## src/rtl/dgrc_pkg.sv

```systemverilog
// Shared types and constants for the grid ray caster.
package dgrc_pkg;

   localparam logic CMD_WRITE = 1'b0;
   localparam logic CMD_CAST  = 1'b1;

   localparam logic [1:0] FACE_EAST  = 2'd0;
   localparam logic [1:0] FACE_WEST  = 2'd1;
   localparam logic [1:0] FACE_NORTH = 2'd2;
   localparam logic [1:0] FACE_SOUTH = 2'd3;

   // Config register indexes.
   localparam logic CSR_MAP_WIDTH  = 1'b0;
   localparam logic CSR_MAP_HEIGHT = 1'b1;

   // Side distances: Q16.16 with headroom for about 256 steps per axis at the
   // no-direction delta (2^40).
   localparam int SIDE_W = 48;
   localparam int DIV_W  = 31;

   // Controller to datapath commands.
   typedef struct packed {
      logic load;       // Capture the cast item.
      logic div_start;  // Start a reciprocal.
      logic div_sel_y;  // Reciprocal for the y component.
      logic div_step;   // One restoring-divide step.
      logic div_save;   // Store the reciprocal.
      logic mul_x;      // Start side distance in x.
      logic mul_y;      // Start side distance in y.
      logic walk;       // Take one DDA step.
      logic test;       // Check the cell read from the map.
      logic finish;     // Register the result item.
   } dgrc_cmd_type;

   // Datapath status to controller.
   typedef struct packed {
      logic out_of_map;
      logic is_hit;
   } dgrc_stat_type;

endpackage

```

## src/rtl/dgrc_ctrl.sv

```systemverilog
// Controller state machine for the grid ray caster.
module dgrc_ctrl
   import dgrc_pkg::*;
(
   input  logic          clock,
   input  logic          reset,
   input  logic          start,
   input  logic          command,
   input  dgrc_stat_type stat,
   output logic          busy,
   output dgrc_cmd_type  cmd
);

   typedef enum logic [3:0] {
      ST_IDLE, ST_DIVX, ST_SAVEX, ST_DIVY, ST_SAVEY, ST_MULX, ST_MULY,
      ST_WALK, ST_READ, ST_TEST, ST_DONE
   } state_type;

   state_type state_ff, state_in;
   logic [4:0] cnt_ff, cnt_in;

   // Next-state logic and command decode.
   always_comb begin
      state_in = state_ff;
      cnt_in = cnt_ff;
      cmd = '0;
      unique case (state_ff)
         ST_IDLE: begin
            if (start && command == CMD_CAST) begin
               cmd.load = 1'b1;
               state_in = ST_DIVX;
               cnt_in = '0;
            end
         end
         ST_DIVX, ST_DIVY: begin
            cmd.div_sel_y = (state_ff == ST_DIVY);
            if (cnt_ff == '0) cmd.div_start = 1'b1;
            else cmd.div_step = 1'b1;
            cnt_in = cnt_ff + 5'd1;
            if (cnt_ff == 5'(DIV_W)) begin
               state_in = (state_ff == ST_DIVX) ? ST_SAVEX : ST_SAVEY;
            end
         end
         ST_SAVEX: begin
            cmd.div_save = 1'b1;
            cnt_in = '0;
            state_in = ST_DIVY;
         end
         ST_SAVEY: begin
            cmd.div_save = 1'b1;
            cmd.div_sel_y = 1'b1;
            state_in = ST_MULX;
         end
         ST_MULX: begin
            cmd.mul_x = 1'b1;
            state_in = ST_MULY;
         end
         ST_MULY: begin
            cmd.mul_y = 1'b1;
            state_in = ST_WALK;
         end
         ST_WALK: begin
            cmd.walk = 1'b1;
            state_in = ST_READ;
         end
         ST_READ: begin
            // Map read data is registered; wait for it in this state, or leave the map.
            if (stat.out_of_map) state_in = ST_DONE;
            else state_in = ST_TEST;
         end
         ST_TEST: begin
            cmd.test = 1'b1;
            if (stat.is_hit) state_in = ST_DONE;
            else state_in = ST_WALK;
         end
         ST_DONE: begin
            cmd.finish = 1'b1;
            state_in = ST_IDLE;
         end
         default: state_in = ST_IDLE;
      endcase
   end

   // State register.
   always_ff @(posedge clock) begin
      if (reset) begin
         state_ff <= ST_IDLE;
         cnt_ff <= '0;
      end else begin
         state_ff <= state_in;
         cnt_ff <= cnt_in;
      end
   end

   assign busy = (state_ff != ST_IDLE);

endmodule

```

## config.mk

```make
export PLATFORM = sky130hd
export DESIGN_NAME = dgrc_ctrl
export DESIGN_NICKNAME = d
export VERILOG_FILES = /design/src/rtl/dgrc_pkg.sv /design/src/rtl/dgrc_ctrl.sv
export SDC_FILE = /design/constraint.sdc
export NUM_CORES = 1
export LEC_CHECK = 0
export BUFFER_PORTS_ARGS = -buffer_cell sky130_fd_sc_hd__buf_2
export CAP_MARGIN = 5
export CORE_MARGIN = 3
export CORE_UTILIZATION = 55
export DETAILED_ROUTE_END_ITERATION = 8
export GPL_TIMING_DRIVEN = 0
export PLACE_DENSITY = 0.81
export SLEW_MARGIN = 20
export SYNTH_ARGS = -nofsm -noshare
export SYNTH_HDL_FRONTEND = slang
export SYNTH_SLANG_ARGS = --single-unit
```

## constraint.sdc

```tcl
create_clock -name clock -period 4 [get_ports clock]
set_input_delay 0.2 -clock clock [delete_from_list [all_inputs] [get_ports clock]]
set_output_delay 0.2 -clock clock [all_outputs]
set_load 0.01 [all_outputs]
```

==> results of run 1 <==
## cells in the mapped netlist (2+ instances only)
cell       number
dfxtp_1         9
nor2_1          9
a21oi_1         5
nand3_1         5
nand2b_1        4
a311oi_1        3
ha_1            3
inv_1           3
nand2_1         3
a2111oi_2       2
and3_1          2
buf_2           2
buf_6           2
nor3_1          2
o31ai_1         2
xnor2_1         2
## routing by layer
metal,up-vias,part of all wire [%],global-route usage [%]
li1,352,-,-
met1,332,45,26.3
met2,31,46,31.9
met3,4,7.4,6.44
met4,0,1.2,5.59
met5,-,0,0
## sequential cells by signal (all words and copies together) (netlist names)
name	count
cnt_ff	5
state_ff	4
## worst paths after layout
check                                 from                        to  slack (ns)  cells past startpoint
hold reg to reg     cnt_ff[4]$_SDFFE_PP0P_    cnt_ff[4]$_SDFFE_PP0P_        0.50                      2
setup / recovery  state_ff[0]$_SDFFE_PP0P_                    cmd[6]        2.26                      4
hold / removal                     stat[0]  state_ff[3]$_SDFFE_PP0P_        0.35                      4
setup reg to reg    cnt_ff[0]$_SDFFE_PP0P_  state_ff[1]$_SDFFE_PP0P_        2.38                      5
## power breakdown
group / switching, mW / internal (mW)
logic: 0.0653 / 0.0567
clock network: 0.0353 / 0.0386
registers: 0.00864 / 0.0962
total: 0.109 / 0.192
## cell families after synthesis
logic type | share of synthesized area (%)
simple gates | 33.8
xor+xnor | 2.39
buf+inv | 10.2
compound gates | 23.9
fa+ha+maj | 5.12
flops | 24.6
## area by class of cell
| cell class | instances | share of cell area (%) |
|---|---|---|
| Multi-Input combinational cell | 66 | 56.1 |
| Sequential cell | 9 | 21.1 |
| Timing Repair Buffer | 15 | 8.81 |
| Buffer | 7 | 7.49 |
| Clock buffer | 4 | 3.08 |
| Tap cell | 14 | 2.06 |
| Inverter | 3 | 1.32 |
## worst register-to-register path, stage by stage (launching register included)
cell and delay, ns:
dfxtp_1 0.36, ha_1 0.24, and3_1 0.19, ha_1 0.22
nand2b_1 0.20, a2111oi_2 0.30
==> reports/metrics.yaml, run 1 <==
cts:
  cts.clk_slew.worst_paths_ns: 0.07
  cts_sinks: 9
  cts_resized: 0
  holdBufCountCts: 0
  cts.path.max_buffers: 2
  cts_tree: "done"
  cts.htree.levels: 1
  cts_buffers: 3
  clock_latency_ns: 0.27
  cts-root-buf: "clkbuf_4"
  cts_setup_buffers: 0
timing:
  fin_worst_skew_ns: 0.00383
  min_period_ns: 1.74
  finalMaxSlewViolations: 0
  setup_tns_ns: 0
  slew-limit-headroom_pct: 73.2
  fin_ws_ns: 2.26
  tightest_slew_ns: 0.397
  max_freq_ghz: 0.574
  period_share_pct: 43.5
  setup_viol: 0
  rsz0062_at_grt: "no"
  hold_viol_final: 0
  hold_ws_ns: 0.348
critical_path:
  path_buf_inv: 2
  slowest_stage: "or3b_2"
  cp-end-kind: "primary output"
  crit_type: "flop to primary output"
  critPathMaxStageDelay_ns: 0.50
  critPathArrivalTime_ns: 1.54
  crit_family: "simple AND/OR/NAND/NOR gates"
  startpoint_type: "flop"
  critical_path_required_ns: 3.80
  path_cells: "clkbuf_8 -> or3b_2 -> nor2_1 -> buf_2"
  cp_max_fo: 10
detailed_routing:
  first_pass_iters: 4
  initialDrtViolationCount: 31
  num_vias: 719
  ant_nets: 0
  wl_per_cell_um: 14.8
  routed_wl_um: 1740
  drc_errors: 0
  viasPerCell: 6.09
layout:
  finalNonFillerCells: 118
  finalNetCount: 114
  multi_input_area_um2: 478
  register_area_um2: 180
  fin_area_um2: 852
  area_growth_syn_to_layout_pct: 16.2
  antenna_cells: 0
  layout.cells.most_common_list: "buf_2 (17), nor2_1 (9), dfxtp_1 (9), nand3_1 (5), a21oi_1 (5)"
  drive_gt1_share_pct: 35.6
  mostFrequentLayoutCell: "buf_2"
  fin_util_pct: 72.8
  fillers: 94
pwr:
  powerDensity_nw_per_um2: 353
  total_power_mw: 0.301
  leakage_nw: 0.388
  max-vdd-ir-drop_mv: 0.272
yosys:
  synth_fp_nets: 94
  synth.area.top_cells: "dfxtp_1 (25%), ha_1 (5.1%), nor2_1 (4.6%)"
  yosys_warnings: 0
  yosys_most_used_dff: "dfxtp_1"
  ys_async_sr_fraction_pct: 0
  yosysTopAreaCell: "dfxtp_1"
  netlist_area_um2: 733
  avgSynthCellArea_um2: 8.63
  synth_seq_cells: 9
  synth_cell_types: 43
  synth_edf_count: 0
  ys_seq_area_share_pct: 24.6
  syn_inst: 85
  synth_top_area_share_pct: 24.6
placed_design:
  globalplace.congestion: 0.842
  dp_hpwl_um: 1280
  post-place-ws_ns: 2.41
  dpl.cell_count: 114
  placed_area_um2: 826
  io_buffer_count: 15
grt:
  first_global_vias: 614
  grt_overflow_total: 0
  antenna_found_initial: 0
  track_usage_pct: 20.2
  grt_start_max_net_pins: 11
  grt_first_pass_wirelength_um: 2790
floorplanning:
  io_pins: 17
  die_h_um: 42.5
  die_area_um2: 1810
  coreArea_um2: 1170
  rows: 12
  die_w_um: 42.5
  start_util_pct: 62.6
outcome:
  status: "complete, no violations"
min_path:
  hp-class: "input pin to flop"
run:
  cap_violations: 0
(Power assumes the default switching activity.)
==> run 2: changes to the inputs <==
- CORE_UTILIZATION: 55 -> 51
- PLACE_DENSITY: 0.81 -> 0.76
- clock period: 4 -> 1.7 ns (I/O delays scaled with it)
==> run 2 against run 1 <==
Die area grew 6.7%; hold slack got worse by 0.12 ns; global-route usage is 1.4 points lower; first-iteration DRC count decreased by 68%; flip-flop and latch count did not move; clock power is 120% higher; cell area up 2.6%; critical path depth did not move; sequential power is 140% higher.
==> reports/metrics.yaml, run 2 (synthesized netlist as in run 1, its figures left out) <==
layout:
  largestRegisters: "cnt_ff: 5 flops, state_ff: 4 flops"  # unchanged
  area_growth_syn_to_layout_pct: 19.3  # was 16.2%
  finalNetCount: 114  # unchanged
  antenna_cells: 0  # unchanged
  top_register: "cnt_ff"  # unchanged
  fillers: 109  # was 94
  finalNonFillerCells: 119  # was 118
  largest_reg_flops: 5  # unchanged
  layout.cells.most_common_list: "buf_2 (17), nor2_1 (9), dfxtp_1 (8), nand3_1 (5), a21oi_1 (5)"  # was buf_2 (17), nor2_1 (9), dfxtp_1 (9), nand3_1 (5), a21oi_1 (5)
  mostFrequentLayoutCell: "buf_2"  # unchanged
  drive_gt1_share_pct: 37.5  # was 35.6%
floorplanning:
  die_area_um2: 1930  # was 1810 um2
  io_pins: 17  # unchanged
  start_util_pct: 55.7  # was 62.6%
  die_w_um: 43.9  # was 42.5 um
  rows: 13  # was 12
  coreArea_um2: 1320  # was 1170 um2
  die_h_um: 43.9  # was 42.5 um
timing:
  period_share_pct: 94.8
  tightest_slew_ns: 0.428  # was 0.397 ns
  max_freq_ghz: 0.621
  setup_tns_ns: 0  # unchanged
  setup_viol: 0  # unchanged
  finalMaxSlewViolations: 0  # unchanged
  min_period_ns: 1.61
  hold_viol_final: 0  # unchanged
  rsz0062_at_grt: "no"  # unchanged
  fin_worst_skew_ns: 0.00231  # was 0.00383 ns
  slew-limit-headroom_pct: 71.3  # was 73.2%
placed_design:
  dp_hpwl_um: 1190  # was 1280 um
  io_buffer_count: 15  # unchanged
  globalplace.congestion: 0.741  # was 0.842
  dpl.cell_count: 115  # was 114
critical_path:
  startpoint_type: "flop"  # unchanged
  critPathArrivalTime_ns: 1.53  # was 1.54 ns
  cp-end-kind: "primary output"  # unchanged
  crit_type: "flop to primary output"  # unchanged
  cp_max_fo: 10  # unchanged
  critical_path_required_ns: 1.62  # was 3.80 ns
cts:
  cts_setup_buffers: 0  # unchanged
  cts_tree: "done"  # unchanged
  cts_buffers: 3  # unchanged
  cts_sinks: 9  # unchanged
  cts.path.max_buffers: 2  # unchanged
  cts.htree.levels: 1  # unchanged
  cts_resized: 0  # unchanged
  cts-root-buf: "clkbuf_4"  # unchanged
  cts.clk_slew.worst_paths_ns: 0.06  # was 0.07 ns
  clock_latency_ns: 0.26  # was 0.27 ns
  holdBufCountCts: 0  # unchanged
detailed_routing:
  num_vias: 695  # was 719
  first_pass_iters: 4  # unchanged
  routed_wl_um: 1670  # was 1740 um
  ant_nets: 0  # unchanged
  drc_errors: 0  # unchanged
  viasPerCell: 5.84  # was 6.09
  wl_per_cell_um: 14.0  # was 14.8 um
  initialDrtViolationCount: 10  # was 31
outcome:
  status: "complete, no violations"  # unchanged
grt:
  grt_first_pass_wirelength_um: 2710  # was 2790 um
  grt_overflow_total: 0  # unchanged
  first_global_vias: 593  # was 614
  track_usage_pct: 18.8  # was 20.2%
  grt_start_max_net_pins: 11  # unchanged
  antenna_found_initial: 0  # unchanged
pwr:
  max-vdd-ir-drop_mv: 0.397  # was 0.272 mV
  leakage_nw: 0.390  # was 0.388 nW
  powerDensity_nw_per_um2: 821  # was 353 nW/um2
run:
  cap_violations: 0  # unchanged
min_path:
  hp-class: "input pin to flop"  # unchanged
run 2: cell type report:
class                      instances  area (um2)  area share [%]
clock buffer                       4        26.3            3.00
timing repair buffer              15        75.1            8.58
multi-input combinational         66         498            56.9
tap                               15        18.8            2.15
inverter                           3        11.3            1.29
sequential                         9         181            20.7
buffer                             7        63.8            7.30
run 2: final timing paths:
kind,startpoint,slack [ns],end,cells after the start
hold / removal,stat[1],0.23,state_ff[0]$_SDFFE_PP0P_,4
hold reg to reg,cnt_ff[4]$_SDFFE_PP0P_,0.52,cnt_ff[4]$_SDFFE_PP0P_,2
setup / recovery,state_ff[0]$_SDFFE_PP0P_,0.09,cmd[6],4
setup reg to reg,cnt_ff[0]$_SDFFE_PP0P_,0.12,state_ff[1]$_SDFFE_PP0P_,5
run 2: power by group:
group	internal, mW	switching, mW
logic	0.142	0.163
clock network	0.0903	0.0722
registers	0.227	0.0226
run 2: routing by layer:
layer,global-route usage (%),up-vias,routed length (um)
li1,-,349,-
met1,28.0,322,775
met2,26.2,24,772
met3,7.47,0,119
met4,1.81,0,0
met5,0,-,0
run 2: worst max-delay path, cell delays in order (launching register included):
cell and delay [ns]:
dfxtp_2 0.35, clkbuf_8 0.16, or3b_2 0.50, nor2_1 0.12, buf_2 0.13
run 2: stage by stage:
step / instance area, um2 / utilization [%] / total power [mW] / setup slack [ns] / hold WS, ns
after floorplan: 733 / - / 0.467 / 0.228 / 0.376
after global placement: 827 / 62.8 / 0.534 / 0.143 / 0.495
after detailed placement: 827 / 62.8 / 0.535 / 0.103 / 0.506
after CTS: 853 / 64.8 / 0.700 / 0.0480 / 0.224
after global routing: 875 / 66.4 / 0.768 / 0.0381 / 0.237
final: 875 / 66.4 / 0.718 / 0.0887 / 0.230
